File: src/rtl/c2s_pkg.sv
// Package for the cube-to-sphere distance core: widths, constants and payload types.
// No dependencies; the core, the divide-by-3 cell and the testbench import it.
package c2s_pkg;

    localparam int CUBE_W     = 16;
    localparam int CAM_W      = 32;
    localparam int RADIUS_W   = 31;
    localparam int DIST_W     = 32;
    localparam int SQ_W       = 31;   // square of a Q1.14 value, unsigned Q3.28
    localparam int PROD_W     = 62;   // product of two squares, Q56
    localparam int K_W        = 60;   // signed linear part of f, Q56
    localparam int F_W        = 60;   // clamped f, Q56, even width for the root chain
    localparam int DIV_W      = 64;   // dividend width of the divide-by-3 chain
    localparam int DIV_DIGIT  = 8;
    localparam int DIV_CELLS  = DIV_W / DIV_DIGIT;
    localparam int DIV3_RECIP = 683;  // ceil(2^11 / 3)
    localparam int DIV3_SHIFT = 11;
    localparam int SUM_W      = 64;

    localparam logic [RADIUS_W-1:0] RADIUS_RST = RADIUS_W'(256);
    localparam logic [15:0]         ONE_Q14    = 16'd16384;

    typedef struct packed {
        logic signed [CUBE_W-1:0] cx;
        logic signed [CUBE_W-1:0] cy;
        logic signed [CUBE_W-1:0] cz;
        logic signed [CAM_W-1:0]  camx;
        logic signed [CAM_W-1:0]  camy;
        logic signed [CAM_W-1:0]  camz;
    } side_t;

    typedef struct packed {
        logic signed [CUBE_W-1:0] x;
        logic signed [CUBE_W-1:0] y;
        logic signed [CUBE_W-1:0] z;
    } vec16_t;

endpackage

File: src/rtl/c2s_div3_cell.sv
// One cell of the divide-by-3 chain: divides one 8-bit digit, hands on the remainder.
// Depends on c2s_pkg.
module c2s_div3_cell #(
    parameter int IDX = 0
) (
    input  logic                      clk,
    input  logic                      en,
    input  logic [c2s_pkg::DIV_W-1:0] val_in,
    input  logic [1:0]                rem_in,
    output logic [c2s_pkg::DIV_W-1:0] val_out,
    output logic [1:0]                rem_out
);
    import c2s_pkg::*;

    localparam int LSB = DIV_W - DIV_DIGIT * (IDX + 1);

    logic [DIV_W-1:0]           val_reg, val_next;
    logic [1:0]                 rem_reg, rem_next;
    logic [DIV_DIGIT+1:0]       part;
    logic [DIV_DIGIT+DIV3_SHIFT+1:0] scaled;
    logic [DIV_DIGIT-1:0]       quot;
    logic [DIV_DIGIT+1:0]       back;

    // Reciprocal multiply is exact for a partial dividend below 768
    always_comb
    begin
        part     = {rem_in, val_in[LSB +: DIV_DIGIT]};
        scaled   = (DIV_DIGIT+DIV3_SHIFT+2)'(part) * (DIV_DIGIT+DIV3_SHIFT+2)'(DIV3_RECIP);
        quot     = scaled[DIV3_SHIFT +: DIV_DIGIT];
        back     = part - (DIV_DIGIT+2)'(3) * (DIV_DIGIT+2)'(quot);
        rem_next = back[1:0];
        val_next = val_in;
        val_next[LSB +: DIV_DIGIT] = quot;
    end

    always_ff @(posedge clk)
    begin
        if (en)
        begin
            val_reg <= val_next;
            rem_reg <= rem_next;
        end
    end

    assign val_out = val_reg;
    assign rem_out = rem_reg;

endmodule

File: config.mk
export PLATFORM = sky130hd
export DESIGN_NAME = c2s_div3_cell
export DESIGN_NICKNAME = d
export VERILOG_FILES = /design/src/rtl/c2s_pkg.sv /design/src/rtl/c2s_div3_cell.sv
export SDC_FILE = /design/constraint.sdc
export NUM_CORES = 1
export LEC_CHECK = 0
export BUFFER_PORTS_ARGS = -buffer_cell sky130_fd_sc_hd__buf_2
export CAP_MARGIN = 30
export CORE_ASPECT_RATIO = 1.4
export CORE_MARGIN = 3
export CORE_UTILIZATION = 36
export DETAILED_ROUTE_END_ITERATION = 16
export GPL_ROUTABILITY_DRIVEN = 0
export PLACE_DENSITY_LB_ADDON = 0.12
export SYNTH_ARGS = -nofsm -noshare
export SYNTH_HDL_FRONTEND = slang
export SYNTH_SLANG_ARGS = --single-unit
File: constraint.sdc
create_clock -name clk -period 13.85 [get_ports clk]
set_clock_uncertainty 0.05 [all_clocks]
set_input_delay 2.0775 -clock clk [delete_from_list [all_inputs] [get_ports clk]]
set_output_delay 2.0775 -clock clk [all_outputs]
set_load 0.01 [all_outputs]
**After elaboration in Yosys (flattened, before gate mapping)**

Index checks and enable logic that the tools add are counted.

- Input bits: 68
- Word-level logic and storage cells: 5
- Output and inout port bits: 66
- Register bits after elaboration: 66

- Add/subtract/negate cells: 1
- Multiply operators: 2

Operators with widths:

| kind | count |
|---|---|
| 10-bit by 10-bit multiplier with 19-bit output (second input constant) | 1 |
| 2-bit by 8-bit multiplier with 2-bit output (first input constant) | 1 |
| 2-bit subtractor | 1 |

**Longest topological paths before layout**

- Depth in word-level cells: 3
- Gate-level depth with buffers: 19
- Depth with buffers taken out: 19

**Least setup slack after synthesis**

No wires, ideal clock.

- Path type: in2reg
- Start: input val_in[61] (netlist bit)
- End: register rem_reg[1] (netlist: rem_out[1]), data pin
- Slack: 7.334 ns
- Library setup time: 0.268 ns
- Data required time: 13.532 ns
- Path buffers: 0
- Data arrival time: 6.198 ns
- Stages: 18
- Cell sequence: ha_1 ha_1 inv_1 fa_1 inv_1 fa_1 inv_1 fa_1 inv_1 ha_1 o2111ai_1 a32oi_1 xor2_1 ha_1 ha_1 nor2_1 xor2_1 xnor3_1

- Word-level cells in the longest chain between the ends: 3

RTL lines:

| what | line | text |
|---|---|---|
| start: declaration | c2s_div3_cell.sv:8 | `input logic [c2s_pkg::DIV_W-1:0] val_in,` |
| 10-bit by 10-bit multiplier with 19-bit output | c2s_div3_cell.sv:28 | `scaled = (DIV_DIGIT+DIV3_SHIFT+2)'(part) * (DIV_DIGIT+DIV3_SHIFT+2)'(DIV3_RECIP);` |
| named net quot[0] | c2s_div3_cell.sv:21 | `logic [DIV_DIGIT-1:0] quot;` |
| 2-bit by 8-bit multiplier with 2-bit output | c2s_div3_cell.sv:30 | `back = part - (DIV_DIGIT+2)'(3) * (DIV_DIGIT+2)'(quot);` |
| 2-bit subtractor | c2s_div3_cell.sv:30 |  |
| named net back[1] | c2s_div3_cell.sv:22 | `logic [DIV_DIGIT+1:0] back;` |
| end signal: assignment | c2s_div3_cell.sv:41 | `rem_reg <= rem_next;` |
| end: declaration | c2s_div3_cell.sv:18 | `logic [1:0] rem_reg, rem_next;` |

The timed path passes the listed nets, and every way through them passes these cells.
A chain may end at the register's enable or synchronous reset.

**Worst setup path after layout**

- Start: input val_in[57] (netlist bit)
- End: register rem_reg[1] (netlist: rem_out[1]), data pin

Same word-level chain as after synthesis.

==> impl_metrics.ini <==
[outcome]
status = completed

[global_routing]
antenna_found_initial = 0
grt_pass1_wl_um = 12940
grtUsageTotal_pct = 14.25
grt_overflow = 0
grt_pass1_vias = 2617
grt_max_degree = 67

[floorplan]
fp.dieW_um = 92.96
die_area_um2 = 11870
core_um2 = 10110
die_h_um = 127.7
ios = 134
start_util_pct = 37.68
num_rows = 43

[placement]
port_buffers = 133
hpwl_um = 7142

[sta]
finalSetupTns_ns = 0
worst_pin_slew_ns = 0.8117
slew_headroom_pct = 45.89
hold_violations = 0
setup_viol = 0
timing.final.crit_period_ns = 6.608
rsz0062_at_grt = no
period_share_pct = 47.71
max_freq_ghz = 0.1513
maxSlewViolCount = 0

[hold_path]
hold_start = val_in[40]
hold_path.class = input port to register

[cts]
cts.sinks = 66
cts_tree = built
cts_buffer_depth = 2
cts.htree.levels = 3
postCtsResizedCells = 0
clkTransAtPathRegs_ns = 0.05
post_cts.repair.setup_buffers = 0
cts.hold.buffers_added = 0
cts_root_buffer = clkbuf_16
cts_buffers = 9

[power]
leakagePower_nw = 2.374
ir_worst_vdd_mv = 0.07801
power_density_nw_per_um2 = 175.9

[yosys]
synthCells = 269
async_reset_ff_share_pct = 0
synth_edf_count = 66
ys.flop_type = edfxtp_1
yosysSeqAreaShare_pct = 52.00
synthDistinctLibCells = 26
postSynthAreaPerCell_um2 = 14.17
synth_area_um2 = 3811
synth_warnings = 0
synth-seq-cells = 66
synth.net_count = 419

[critical_path]
worstPathRequired_ns = 13.86
crit_path_end_kind = register
crit_path_top_delay_cell = fa_1
worstPathCellList = buf_2, ha_1, fa_1, inv_1, fa_1, inv_1, fa_1, ha_1, ha_1, a211oi_1, a32oi_1, xor2_1, ha_1, ha_1, nor2_1, xor2_1, xnor3_1
path_common_cell = ha_1
path_max_fanout = 7
critPathTopFamily = adder cells
crit_buf_inv = 3
critPathLaunchType = input port
crit_path_start = val_in[57]
path_class = input port to register
cp_slowest_stage_delay_ns = 0.53
crit_arrival_ns = 6.62

[final_layout]
n_antenna_cell = 0
multiInputGateArea_um2 = 1634
nFillCells = 944
utilization_pct = 48.53
syn_to_final_growth_pct = 28.79
nets = 564
drive_above_1_share_pct = 34.84
seqCellArea_um2 = 1982

[detailed_routing]
drt-total-wl_um = 8494
wire_per_inst_um = 15.33
drc = 0
ant_nets = 0
via_per_inst = 4.644
vias = 2573
dr.pass1.iters = 4
drtIter0Drc = 70

[run]
max_cap_viol_count = 0
placed cells by master (no fill, tap or decap), types with 2 or more instances in the layout:
master     instances
ha_1              61
o21ai_0            7
and3_1             3
nand3_1            3
edfxtp_1          66
clkinv_2           3
a21oi_1           13
clkbuf_1           3
buf_2            133
xnor2_1            8
clkbuf_16          9
a31oi_1            2
xor2_1             5
o2111ai_1          3
nor2_1             4
nand2_1            7
a211oi_1           2
fa_1              21
nor2b_1            2
inv_1             52
layout make-up:
cell class	instances	area share, %
clock buffers	12	4.818
clock inverters	4	0.3824
inverters	52	3.977
multi-input cells	151	33.29
flip-flops and latches	66	40.38
well taps	135	3.441
repair buffers	134	13.71
synthesized netlist by cell type, drive strengths merged (2+ instances only):
| cell | count | area [um2] |
|---|---|---|
| nor2b | 2 | 12.51 |
| xnor2 | 8 | 70.07 |
| a211oi | 2 | 15.01 |
| fa | 21 | 420.4 |
| inv | 52 | 195.2 |
| o21ai | 7 | 35.03 |
| nor2 | 4 | 15.01 |
| nand2 | 7 | 26.28 |
| edfxtp | 66 | 1982 |
| and3 | 3 | 18.77 |
| xor2 | 5 | 43.79 |
| o2111ai | 3 | 26.28 |
| a31oi | 2 | 12.51 |
| a21oi | 13 | 65.06 |
| ha | 61 | 763.2 |
| nand3 | 3 | 15.01 |
where the power goes:
group          total, mW  switching [mW]  internal (mW)
logic              0.394           0.212          0.182
clock network      0.191          0.0715          0.119
registers          0.278         0.00581          0.272
total              0.863           0.289          0.574
through the flow:
| step | instance area, um2 | worst slack (ns) | power, mW | hold slack, ns | cells |
|---|---|---|---|---|---|
| CTS | 4908 | 7.207 | 0.8751 | 1.871 | 554 |
| floorplan | 3811 | 7.334 | 0.5705 | 2.126 | 269 |
| finish | 4908 | 7.242 | 0.8632 | 1.883 | 554 |
| detailed placement | 4653 | 6.874 | 0.6809 | 2.206 | 538 |
| global placement | 4653 | 6.981 | 0.6737 | 2.204 | 538 |
| global route | 4908 | 6.949 | 0.9375 | 1.870 | 554 |
final timing paths:
kind / end / slack (ns) / cells past startpoint
worst max-delay path: rem_out[1] / 7.24 / 17
worst min-delay path: val_out[40] / 1.88 / 1
sequential cells by signal, indices dropped and copies added (netlist names):
register  flops
val_out      64
rem_out       2
per-layer routing:
metal	vias up	wire, um	track usage (%)
met5	-	0	0
met4	0	172	6.385
met3	13	900	4.756
met2	129	4195	25.20
met1	1189	3225	15.30
li1	1242	-	-
cells by family after synthesis:
family                   after synthesis  share of synthesized area [%]
adder cells (fa/ha/maj)               82                          31.06
flip-flops                            66                          52.00
buffers and inverters                 52                          5.122
AO/OA/AOI/OAI                         32                          5.089
AND/OR/NAND/NOR                       22                          2.889
XOR/XNOR                              14                          3.578
multiplexers                           1                         0.2627
Power figures use the tool's default switching activity.
