==> src/rtl/c2s_sqrt_cell.sv <==
// One cell of a restoring square-root chain: settles one root bit per cell.
// Depends on nothing outside the module; width and position come in as parameters.
module c2s_sqrt_cell #(
    parameter int W   = 64,
    parameter int IDX = 0
) (
    input  logic           clk,
    input  logic           en,
    input  logic [W-1:0]   rad_in,
    input  logic [W/2:0]   rem_in,
    input  logic [W/2-1:0] root_in,
    output logic [W-1:0]   rad_out,
    output logic [W/2:0]   rem_out,
    output logic [W/2-1:0] root_out
);
    localparam int H   = W / 2;
    localparam int LSB = W - 2 - 2 * IDX;

    logic [W-1:0] rad_reg;
    logic [H:0]   rem_reg, rem_next;
    logic [H-1:0] root_reg, root_next;
    logic [H+2:0] cur, trial, diff;
    logic         fits;

    always_comb
    begin
        cur       = {rem_in, rad_in[LSB +: 2]};
        trial     = {1'b0, root_in, 2'b01};
        diff      = cur - trial;
        fits      = (cur >= trial);
        rem_next  = fits ? diff[H:0] : cur[H:0];
        root_next = {root_in[H-2:0], fits};
    end

    always_ff @(posedge clk)
    begin
        if (en)
        begin
            rad_reg  <= rad_in;
            rem_reg  <= rem_next;
            root_reg <= root_next;
        end
    end

    assign rad_out  = rad_reg;
    assign rem_out  = rem_reg;
    assign root_out = root_reg;

endmodule

==> config.mk <==
export PLATFORM = sky130hd
export DESIGN_NAME = c2s_sqrt_cell
export DESIGN_NICKNAME = d
export VERILOG_FILES = /design/src/rtl/c2s_sqrt_cell.sv
export SDC_FILE = /design/constraint.sdc
export NUM_CORES = 1
export LEC_CHECK = 0
export BUFFER_PORTS_ARGS = -buffer_cell sky130_fd_sc_hd__buf_4
export CORE_ASPECT_RATIO = 1.75
export CORE_MARGIN = 1.5
export CORE_UTILIZATION = 40
export DETAILED_ROUTE_END_ITERATION = 12
export PLACE_DENSITY = 0.78
export SLEW_MARGIN = 25
export SYNTH_ARGS = -nofsm -noshare
export SYNTH_HDL_FRONTEND = slang
export SYNTH_SLANG_ARGS = --single-unit
==> constraint.sdc <==
create_clock -name clk -period 2.97 [get_ports clk]
set_input_delay 0.594 -clock clk [delete_from_list [all_inputs] [get_ports clk]]
set_output_delay 0.594 -clock clk [all_outputs]
set_load 0.02 [all_outputs]
# After elaboration in Yosys (flattened, before gate mapping)
# Cells that the tools add are included.
# W data, S select, Z words.
# op_classes
div_mod_pow,0
n_mux,1
n_eq_ne,0
reduce_logical,0
bitwise,0
n_mul,0
addsub,1
shift,0
order_cmp,1
# op_table
cell,count
$ge A35 B34 Y1,1
$mux W33,1
$sub A33 B33 Y33,1
# totals
ram_bits,0
romBits,0
output_inout_bits,129
n_memories,0
wordCells,6
latchBits,0
reg_bits,129
in_bits,131

# Depth between registers and ports, before layout
# Gate-level depths: netlist (run 1).
# depth
word_depth,2
mapped_depth,14
ltp_nobuf,11

# Worst setup path after synthesis (run 1)
# Ideal clock, no wire load.
# synth_timing
path_kind,input to register
start,in root_in[5]
end,"reg rem_reg[32] (netlist: rem_out[32]), data pin"
stages,11
setup_slack_ns,-0.001
t_arrival_ns,2.710
n_path_buf,0
setup_time_ns,0.261
required_ns,2.709
cell_sequence,inv_1 > ha_1 > a211oi_2 > o21bai_1 > a21o_1 > a221o_1 > a221o_1 > a21o_1 > a21oi_2 > xor2_1 > a21oi_1
# synth_between
elab_chain_len,2
elab_cells_between_ends,3
cone_classes,add/sub (1); order compare (1); mux (1)
# synth_lines
item,line,text
"start, declared",11,"input logic [W/2-1:0] root_in,"
$sub A33 B33 Y33 / $ge A35 B34 Y1 (equally long branches),"29, 30",
$mux W33 *,31,rem_next = fits ? diff[H:0] : cur[H:0];
via rem_next[32],20,"logic [H:0] rem_reg, rem_next;"
"end signal, assigned",40,rem_reg <= rem_next;
"end, declared",20,
# Mark *: on every way through the listed nets, which the timed path passes. The rest lies on a longest branch.
# A chain may end at the register's enable or synchronous reset.

# Worst setup path after layout (run 1)
# layout_timing
start,in rem_in[0]
end,"reg rem_reg[32] (netlist: rem_out[32]), data pin"
# layout_between
elab_chain_len,2
elab_cells_between_ends,3
cone_classes,add/sub (1); order compare (1); mux (1)
# layout_lines
item,line,text
"start, declared",10,"input logic [W/2:0] rem_in,"
$sub A33 B33 Y33 / $ge A35 B34 Y1 (equally long branches),"29, 30",
$mux W33 *,31,
via rem_next[32],20,
# Marks and branches as above.

==> flow_metrics.py, run 1 <==
metrics = {
    "power": {
        "power.share.clock_pct": 36.0,
        "seq_power_share_pct": 40.1,
        "p_leak_nw": 4.179,
        "intPower_mw": 4.039,
        "power.net_switching_mw": 1.635,
        "vdd_ir_drop_max_mv": 0.3206,
        "pwr_density_cell_nw_per_um2": 605.5,
        "comb_power_share_pct": 23.9,
        "switching_share_pct": 28.82,
    },
    "final_layout": {
        "fin_nets": 982,
        "utilization_pct": 62.85,
        "num_antenna_cells": 0,
        "areaGrowthSynthToFinish_pct": 52.61,
        "layout-drive-gt1-share_pct": 45.06,
    },
    "floorplan": {
        "rows": 59,
        "die_y_um": 166.9,
        "fp.dieW_um": 96.66,
        "start_util_pct": 41.18,
        "dieArea_um2": 16130,
        "io_pins": 260,
        "design.core.area_um2": 14910,
    },
    "setup_path": {
        "crit_chain": "buf_4, ha_1, nor2b_1, o31ai_2, a21oi_2, a221o_1, a221o_1, a21o_1, a21oi_2, xor2_1, a21oi_1",
        "slowest_stage": "a221o_1",
        "path_class": "input port to flop",
        "cp-end-kind": "flop",
        "path_max_fanout": 4,
        "max_stage_delay_ns": 0.41,
        "arrival_ns": 2.98,
        "worst_setup_path_start_kind": "input port",
        "required_ns": 3.13,
    },
    "place": {
        "pre_cts_ws_ns": -0.2620,
        "hpwlAfterDp_mm": 13.85,
        "io_buffers": 259,
        "gp_congestion": 0.9201,
    },
    "logic_synthesis": {
        "ys_top_cells_by_count": "129 x edfxtp_1, 56 x a21oi_1, 42 x nor2_1, 39 x inv_1, 34 x ha_1",
        "synthFlopType": "edfxtp_1",
        "synth_top_area_share_pct": 63.08,
        "yosysTopAreaCell": "edfxtp_1",
        "syn_area_um2": 6141,
        "ys_seq_area_share_pct": 63.08,
        "ys_warn_count": 0,
        "yosysMostFrequentCell": "edfxtp_1",
        "synth_cells": 487,
        "yosys-top-cells-area": "edfxtp_1 63%, ha_1 6.9%, a21oi_1 4.6%",
        "synth.distinct_cells": 47,
        "syn_avg_cell_area_um2": 12.61,
        "synth_edf_count": 129,
        "synth_seq_cells": 129,
        "syn_nets": 652,
        "synthArstFlopShare_pct": 0,
    },
    "clock_tree": {
        "cts_made_buffers": 17,
        "cts_buffer_depth": 2,
        "clk_pin_slew_ns": 0.06,
        "postCtsHoldBufs": 0,
        "cts_root_buf": "clkbuf_16",
        "cts_sinks": 129,
        "cts_htree_levels": 4,
        "cts_tree": "yes",
    },
    "timing": {
        "fin_crit_sh_pct": 95.04,
        "max_freq_ghz": 0.3543,
        "report.final.slew_viol_count": 0,
        "fin_ws_ns": 0.1473,
        "tightest_slew_ns": 0.4619,
        "post-route-min-period_ns": 2.823,
        "hold_viol": 0,
        "grt_setup_unrepaired": "false",
        "max-slew-margin-rel_pct": 69.20,
        "setup_viol": 0,
    },
    "detailed_routing": {
        "drcViolationCount": 0,
        "viasPerCell": 5.085,
        "vias": 5151,
        "initialDrtViolationCount": 309,
        "final_antenna_net_count": 0,
        "wl_mm": 17.73,
        "wl_per_cell_um": 17.51,
        "firstDrtPassIters": 4,
    },
    "global_route": {
        "met1_usage_pct": 21.11,
        "grt_pass1_vias": 5491,
        "grt_pass1_wl_mm": 27.68,
        "met2_usage_pct": 42.63,
        "grt_use_met3_pct": 6.420,
        "grt_overflow_total": 0,
        "track_usage_pct": 22.10,
        "grt_max_degree": 87,
        "top_usage_layer": "met2",
        "antenna_found_initial": 0,
    },
    "status": {
        "outcome": "completed",
    },
    "flow_run": {
        "maxCapViolations": 0,
    },
    "min_path": {
        "min-delay-path-class": "input port to flop",
        "whs_path_depth": 1,
    },
}
[critical path: cells and delay by family]
kind            cells  cell delay [ns]
compound gates      7             1.61
simple gates        1             0.18
fa+ha+maj           1             0.34
buf+inv             1             0.11
xor+xnor            1             0.15
[per-layer routing]
layer	vias to the layer above	share of wire [%]	wire length [µm]
met5	-	0	0
met2	239	57	10090
li1	2471	-	-
met3	41	5.8	1030
met1	2400	34	6039
met4	0	3.3	577
[final cells by class]
type | instances | area (µm²)
fill | 1200 | 5540
inverter | 39 | 146.4
clock inverter | 14 | 145.1
multi-input combinational | 303 | 2064
sequential | 129 | 3874
timing repair buffer | 327 | 2484
clock buffer | 18 | 429.2
tap | 183 | 229.0
[layout by cell type (no fill, tap or decap), types with 6 or more instances in the layout]
cell       synthesis  final
inv_6              0      6
inv_1             39     39
buf_4              2    324
nand4_1            6      6
nor2_1            42     42
a21oi_1           56     55
ha_1              34     33
clkbuf_16          0     17
nand3_1            8      8
o21bai_1           6      6
nand2_1           28     28
mux2_2             7      7
a21o_1             9      9
o21ai_0           20     20
xor2_1             9      9
o21a_1             8      8
edfxtp_1         129    129
xnor2_1           19     19
[cells by family after synthesis]
| kind of cell | share of synthesized area [%] |
|---|---|
| flops | 63.08 |
| mux | 1.284 |
| compound gates | 13.47 |
| xor+xnor | 3.994 |
| buf+inv | 3.769 |
| fa+ha+maj | 6.927 |
| simple gates | 7.478 |
[through the flow]
| step | cells | area (µm²) | power, mW | hold slack, ns | setup TNS, ns |
|---|---|---|---|---|---|
| 3_5_place_dp | 980 | 8781 | 3.660 | 0.7735 | -4.107 |
| 4_1_cts | 1012 | 9355 | 5.712 | 0.3320 | 0 |
| 6_report | 1013 | 9371 | 5.674 | 0.3472 | 0 |
| 3_3_place_gp | 980 | 8781 | 3.628 | 0.7727 | -3.007 |
| 5_1_grt | 1013 | 9371 | 5.909 | 0.3228 | 0 |
| 2_1_floorplan | 487 | 6153 | 2.977 | 0.6929 | 0 |
[path summary, 6_finish.rpt]
check | endpoint | slack [ns] | start
setup / recovery | rem_out[32]$_DFFE_PP_ | 0.15 | rem_in[0]
hold / removal | rad_out[59]$_DFFE_PP_ | 0.35 | rad_in[59]
[power groups by stage]
stage	clock, mW	combinational [mW]	sequential, mW
floorplan	0	0.432	2.54
global placement	0	1.32	2.31
detailed placement	0	1.34	2.32
CTS	2.08	1.35	2.28
global route	2.16	1.45	2.29
finish	2.04	1.36	2.28
[sequential cells by signal, summed over array words and instances (netlist names)]
signal and count:
rem_out 33, rad_out 64, root_out 32
[repair_timing]
item                                    4_1_cts  5_1_grt
gates resized for setup                       0        2
buffers inserted                              0        1
endpoints found under the setup margin        0        2
Note: power is estimated with default switching activity, not from simulation.
==> run 2: changes to the inputs <==
- RECOVER_POWER: not set -> 100
==> run 2 against run 1 <==
  * Sequential power hardly changed
  * Fmax barely moved
  * Critical path depth stayed put
  * Critical endpoint unchanged
  * Largest cell class unchanged
  * Largest power group unchanged
==> flow_metrics.py, run 2 (synthesis gave the netlist of run 1 again) <==
metrics = {
    "status": {
        "outcome": "completed",
    },
    "floorplan": {
        "die_y_um": 166.9,
        "start_util_pct": 41.18,
        "design.core.area_um2": 14910,
        "fp.dieW_um": 96.66,
        "rows": 59,
        "dieArea_um2": 16130,
        "io_pins": 260,
    },
    "timing": {
        "fin_hold_ws_ns": 0.3699,
        "setup_tns_ns": 0,
        "setup_viol": 0,
        "grt_setup_unrepaired": "false",
        "hold_viol": 0,
        "fin_crit_sh_pct": 95.12,
        "max_freq_ghz": 0.3540,
        "post-route-min-period_ns": 2.825,
        "fin_ws_ns": 0.1449,
        "tightest_slew_ns": 1.150,
        "max-slew-margin-rel_pct": 23.32,
        "report.final.slew_viol_count": 0,
    },
    "power": {
        "intPower_mw": 3.877,
        "p_leak_nw": 3.617,
        "power.net_switching_mw": 1.630,
        "p_total_mw": 5.508,
        "switching_share_pct": 29.60,
        "comb_power_share_pct": 21.7,
        "pwr_density_cell_nw_per_um2": 626.5,
        "power.share.clock_pct": 37.0,
        "seq_power_share_pct": 41.3,
        "vdd_ir_drop_max_mv": 0.3184,
    },
    "detailed_routing": {
        "viasPerCell": 5.091,
        "wl_per_cell_um": 17.50,
        "routed.top_layer": "met4",
        "final_antenna_net_count": 0,
        "met3_length_mm": 1.090,
        "drt-met1-wl_mm": 5.945,
        "initialDrtViolationCount": 290,
        "wl_met2_mm": 10.05,
        "wl_mm": 17.73,
        "firstDrtPassIters": 4,
        "drcViolationCount": 0,
        "vias": 5157,
    },
    "final_layout": {
        "design_area_um2": 8791,
        "final_common_cell": "clkbuf_1",
        "largest_reg_flops": 64,
        "fillers": 1377,
        "areaGrowthSynthToFinish_pct": 43.15,
        "layout-drive-gt1-share_pct": 27.11,
        "utilization_pct": 58.95,
        "num_antenna_cells": 0,
        "fin_nets": 982,
        "mostFrequentLayoutCells": "150 x clkbuf_1, 129 x edfxtp_1, 98 x buf_4, 77 x clkbuf_4, 55 x a21oi_1",
        "final_cells": 1013,
    },
    "global_route": {
        "track_usage_pct": 22.10,
        "grt_overflow_total": 0,
        "grt_pass1_vias": 5491,
        "antenna_found_initial": 0,
        "grt_pass1_wl_mm": 27.68,
        "grt_max_degree": 87,
    },
    "clock_tree": {
        "postCtsHoldBufs": 0,
        "cts_root_buf": "clkbuf_16",
        "cts_buffer_depth": 2,
        "cts_made_buffers": 17,
        "cts_sinks": 129,
        "clk_pin_slew_ns": 0.06,
        "cts_htree_levels": 4,
        "cts_tree": "yes",
    },
    "flow_run": {
        "maxCapViolations": 0,
    },
    "setup_path": {
        "required_ns": 3.13,
        "path_class": "input port to flop",
        "crit_chain": "clkbuf_4, ha_1, nor2b_1, o31ai_2, a21oi_2, a221o_1, a221o_1, a21o_1, a21oi_2, xor2_1, a21oi_1",
        "cp-end-kind": "flop",
        "crit_family": "compound AO/OA/AOI/OAI gates",
        "path_max_fanout": 4,
        "slowest_stage": "a221o_1",
        "max_stage_delay_ns": 0.41,
        "arrival_ns": 2.98,
        "worst_setup_path_start_kind": "input port",
        "crit_buf_inv": 1,
    },
    "place": {
        "placed_cell_area_um2": 8781,
        "pre_cts_ws_ns": -0.2620,
        "gp_congestion": 0.9201,
        "placed_cells": 980,
        "io_buffers": 259,
        "hpwlAfterDp_mm": 13.85,
    },
    "min_path": {
        "min_to": "root_out[1]$_DFFE_PP_",
        "whs_path_depth": 1,
        "min-delay-path-class": "input port to flop",
        "holdCritStartpoint": "root_in[0]",
    },
}
## run 2: cell count changes in the layout (fill, tap and decap cells not counted), sizes merged
cell and delta:
buf -228, clkbuf +228
## run 2: layout make-up
type	instances	area [µm²]	share of cell area (%)
Clock buffer	18	429.2	4.882
Inverter	39	146.4	1.665
Multi-Input combinational cell	303	2064	23.48
Timing Repair Buffer	327	1903	21.65
Sequential cell	129	3874	44.06
Clock inverter	14	145.1	1.651
Tap cell	183	229.0	2.605
## run 2: layer usage
metal,vias up,global-route usage (%)
met5,-,0
met4,0,9.893
met3,46,6.420
met2,244,42.63
met1,2389,21.11
li1,2478,-
## run 2: worst max path at each step
stage	startpoint	end	depth (start not counted)
final	rem_in[0]	rem_out[32]$_DFFE_PP_	11
after global routing	rem_in[0]	rem_out[28]$_DFFE_PP_	11
after CTS	rem_in[0]	rem_out[30]$_DFFE_PP_	11
after detailed placement	rem_in[0]	rem_out[30]$_DFFE_PP_	11
after global placement	rem_in[0]	rem_out[32]$_DFFE_PP_	11
after floorplan	root_in[0]	rem_out[32]$_DFFE_PP_	11
## run 2: power by group through the flow
stage / Combinational (mW) / Sequential [mW] / Clock [mW]
final: 1.19 / 2.28 / 2.04
after global routing: 1.29 / 2.29 / 2.16
after CTS: 1.35 / 2.28 / 2.08
after detailed placement: 1.34 / 2.32 / 0
after global placement: 1.32 / 2.31 / 0
after floorplan: 0.432 / 2.54 / 0
## run 2: timing repair
action	4_1_cts	5_1_grt
buffers inserted	0	1
resized for setup	0	2
endpoints found under the setup margin	0	2
==> run 3: changes to the inputs <==
- ABC_AREA: not set -> 1
- CELL_PAD_IN_SITES_DETAIL_PLACEMENT: not set -> 1
- CELL_PAD_IN_SITES_GLOBAL_PLACEMENT: not set -> 1
- CORE_UTILIZATION: 40 -> 39
- PLACE_DENSITY: 0.78 -> 0.93
- clock period: 2.97 -> 3.6 ns (I/O delays scaled with it)
==> run 3 against run 2 <==
  * Cell count increased by 31%
  * Core utilization down 6.9 points
  * Via count is 28% higher
  * The flow now finishes with violations (capacitance limit, slew limit)
==> flow_metrics.py, run 3 <==
metrics = {
    "global_route": {
        "grt_pass1_vias": 7392,
        "grt_pass1_wl_mm": 39.53,
        "grt_max_degree": 75,
        "track_usage_pct": 27.58,
        "antenna_found_initial": 0,
        "grt_overflow_total": 0,
    },
    "floorplan": {
        "dieArea_um2": 19200,
        "design.core.area_um2": 17970,
        "io_pins": 260,
        "start_util_pct": 39.82,
        "fp.dieW_um": 105.4,
        "die_y_um": 182.2,
        "rows": 65,
    },
    "detailed_routing": {
        "drt-met1-wl_mm": 8.549,
        "met3_length_mm": 1.173,
        "initialDrtViolationCount": 296,
        "viasPerCell": 4.972,
        "wl_mm": 26.20,
        "vias": 6618,
        "firstDrtPassIters": 4,
        "drcViolationCount": 0,
        "routed.top_layer": "met4",
        "final_antenna_net_count": 0,
        "wl_per_cell_um": 19.69,
        "wl_met2_mm": 14.95,
    },
    "final_layout": {
        "num_antenna_cells": 0,
        "design_area_um2": 9359,
        "largest_reg_flops": 64,
        "layout-drive-gt1-share_pct": 15.68,
        "areaGrowthSynthToFinish_pct": 30.77,
        "fin_nets": 1250,
        "mostFrequentLayoutCells": "317 x nand2_1, 156 x inv_1, 145 x clkbuf_1, 129 x edfxtp_1, 80 x clkbuf_4",
        "final_common_cell": "nand2_1",
    },
    "clock_tree": {
        "cts-resized-gates": 0,
        "postCtsSetupBuffers": 0,
        "cts_sinks": 129,
        "cts_tree": "yes",
        "cts_buffer_depth": 2,
        "cts_htree_levels": 4,
        "cts_made_buffers": 17,
        "clk_pin_slew_ns": 0.06,
        "postCtsHoldBufs": 0,
        "cts_root_buf": "clkbuf_16",
    },
    "timing": {
        "setup_tns_ns": 0,
        "report.final.slew_viol_count": 74,
        "setup_viol": 0,
        "grt_setup_unrepaired": "false",
        "fin_hold_ws_ns": 0.4856,
        "hold_viol": 0,
        "max-slew-margin-rel_pct": -33.44,
        "max_freq_ghz": 0.3691,
        "post-route-min-period_ns": 2.709,
        "tightest_slew_ns": 2.002,
        "fin_crit_sh_pct": 75.25,
    },
    "logic_synthesis": {
        "yosysTopAreaCell": "edfxtp_1",
        "synth_seq_cells": 129,
        "synth_cells": 812,
        "syn_area_um2": 7157,
        "synthArstFlopShare_pct": 0,
        "synth.distinct_cells": 27,
        "synthFlopType": "edfxtp_1",
        "ys_top_cells_by_count": "299 x nand2_1, 155 x inv_1, 129 x edfxtp_1, 39 x nand3_1, 35 x nor2_1",
        "synth_top_area_share_pct": 54.13,
        "synth_edf_count": 129,
        "syn_nets": 977,
        "syn_avg_cell_area_um2": 8.814,
        "ys_warn_count": 0,
        "yosysMostFrequentCell": "nand2_1",
        "yosys-top-cells-area": "edfxtp_1 54%, nand2_1 16%, inv_1 8.1%",
        "ys_seq_area_share_pct": 54.13,
    },
    "power": {
        "pwr_density_cell_nw_per_um2": 509.7,
        "p_leak_nw": 4.523,
        "vdd_ir_drop_max_mv": 0.3704,
    },
    "flow_run": {
        "maxCapViolations": 1,
    },
    "place": {
        "placed_cell_area_um2": 9343,
        "io_buffers": 259,
        "hpwlAfterDp_mm": 18.52,
        "gp_congestion": 0.9366,
    },
    "setup_path": {
        "critical_path.most_common_cell": "nand2_1",
        "crit_chain": "clkbuf_1, inv_1, ha_1, nand2_1, nor2_1, nand4_2, nand3_1, nand2_1, nand2_8, inv_6, nand2_1, nand2_1",
        "required_ns": 3.77,
        "max_stage_delay_ns": 0.35,
        "worst_setup_path_start_kind": "input port",
        "cp-end-kind": "flop",
        "path_class": "input port to flop",
        "slowest_stage": "ha_1",
        "arrival_ns": 2.88,
        "path_max_fanout": 36,
    },
    "status": {
        "failed_checks": "capacitance limit, slew limit",
        "outcome": "finished, violations left",
    },
    "min_path": {
        "min-delay-path-class": "input port to flop",
    },
}
-- run 3: cell type report --
cell class | count | area (µm²)
sequential | 129 | 3874
fill | 2253 | 8615
timing repair buffer | 260 | 1421
inverter | 160 | 605.6
clock buffer | 18 | 429.2
multi-input combinational | 517 | 2552
tap | 234 | 292.8
clock inverter | 13 | 183.9
-- run 3: path summary, 6_finish.rpt --
path | end | startpoint | depth (start not counted)
setup / recovery | rem_out[6]$_DFFE_PP_ | root_in[4] | 12
hold / removal | rad_out[50]$_DFFE_PP_ | rad_in[50] | 1
-- run 3: worst max-delay path: cells and delay by family --
family / cells / cell delay (ns)
AND/OR/NAND/NOR: 8 / 1.41
buffers and inverters: 3 / 0.37
adder cells (fa/ha/maj): 1 / 0.35
-- run 3: cell families (layout without fill, tap and decap cells) --
logic type	Yosys count	count (layout)	synth area share, %
AOI/OAI and AO/OA	25	25	1.853
adders and majority gates	34	34	5.944
and+or+nand+nor	444	444	26.85
DFF	129	129	54.13
xor gates and xnor gates	14	14	1.713
buffers and inverters	166	451	9.510
-- run 3: routing by layer --
layer  GRT usage (%)  vias up
met5               0        -
met4           17.70        0
met3           5.321       99
met2           54.56      277
met1           24.72     3144
li1                -     3098
-- run 3: through the flow --
step | setup WS (ns) | cells | utilization, % | power (mW)
after detailed placement | 0.6066 | 1300 | 51.98 | 3.050
final | 0.8911 | 1331 | 52.07 | 4.770
after global routing | 0.7183 | 1331 | 52.07 | 4.936
after floorplan | 1.306 | 812 | - | 2.522
after global placement | 0.6474 | 1300 | 51.98 | 3.000
after CTS | 1.027 | 1331 | 55.39 | 4.936
-- run 3: power by group --
part	leakage [nW]	switching, mW	internal (mW)
Clock	0.294	0.690	1.15
Combinational	2.97	0.728	0.312
Sequential	1.26	0.0500	1.83
Total	4.52	1.47	3.30
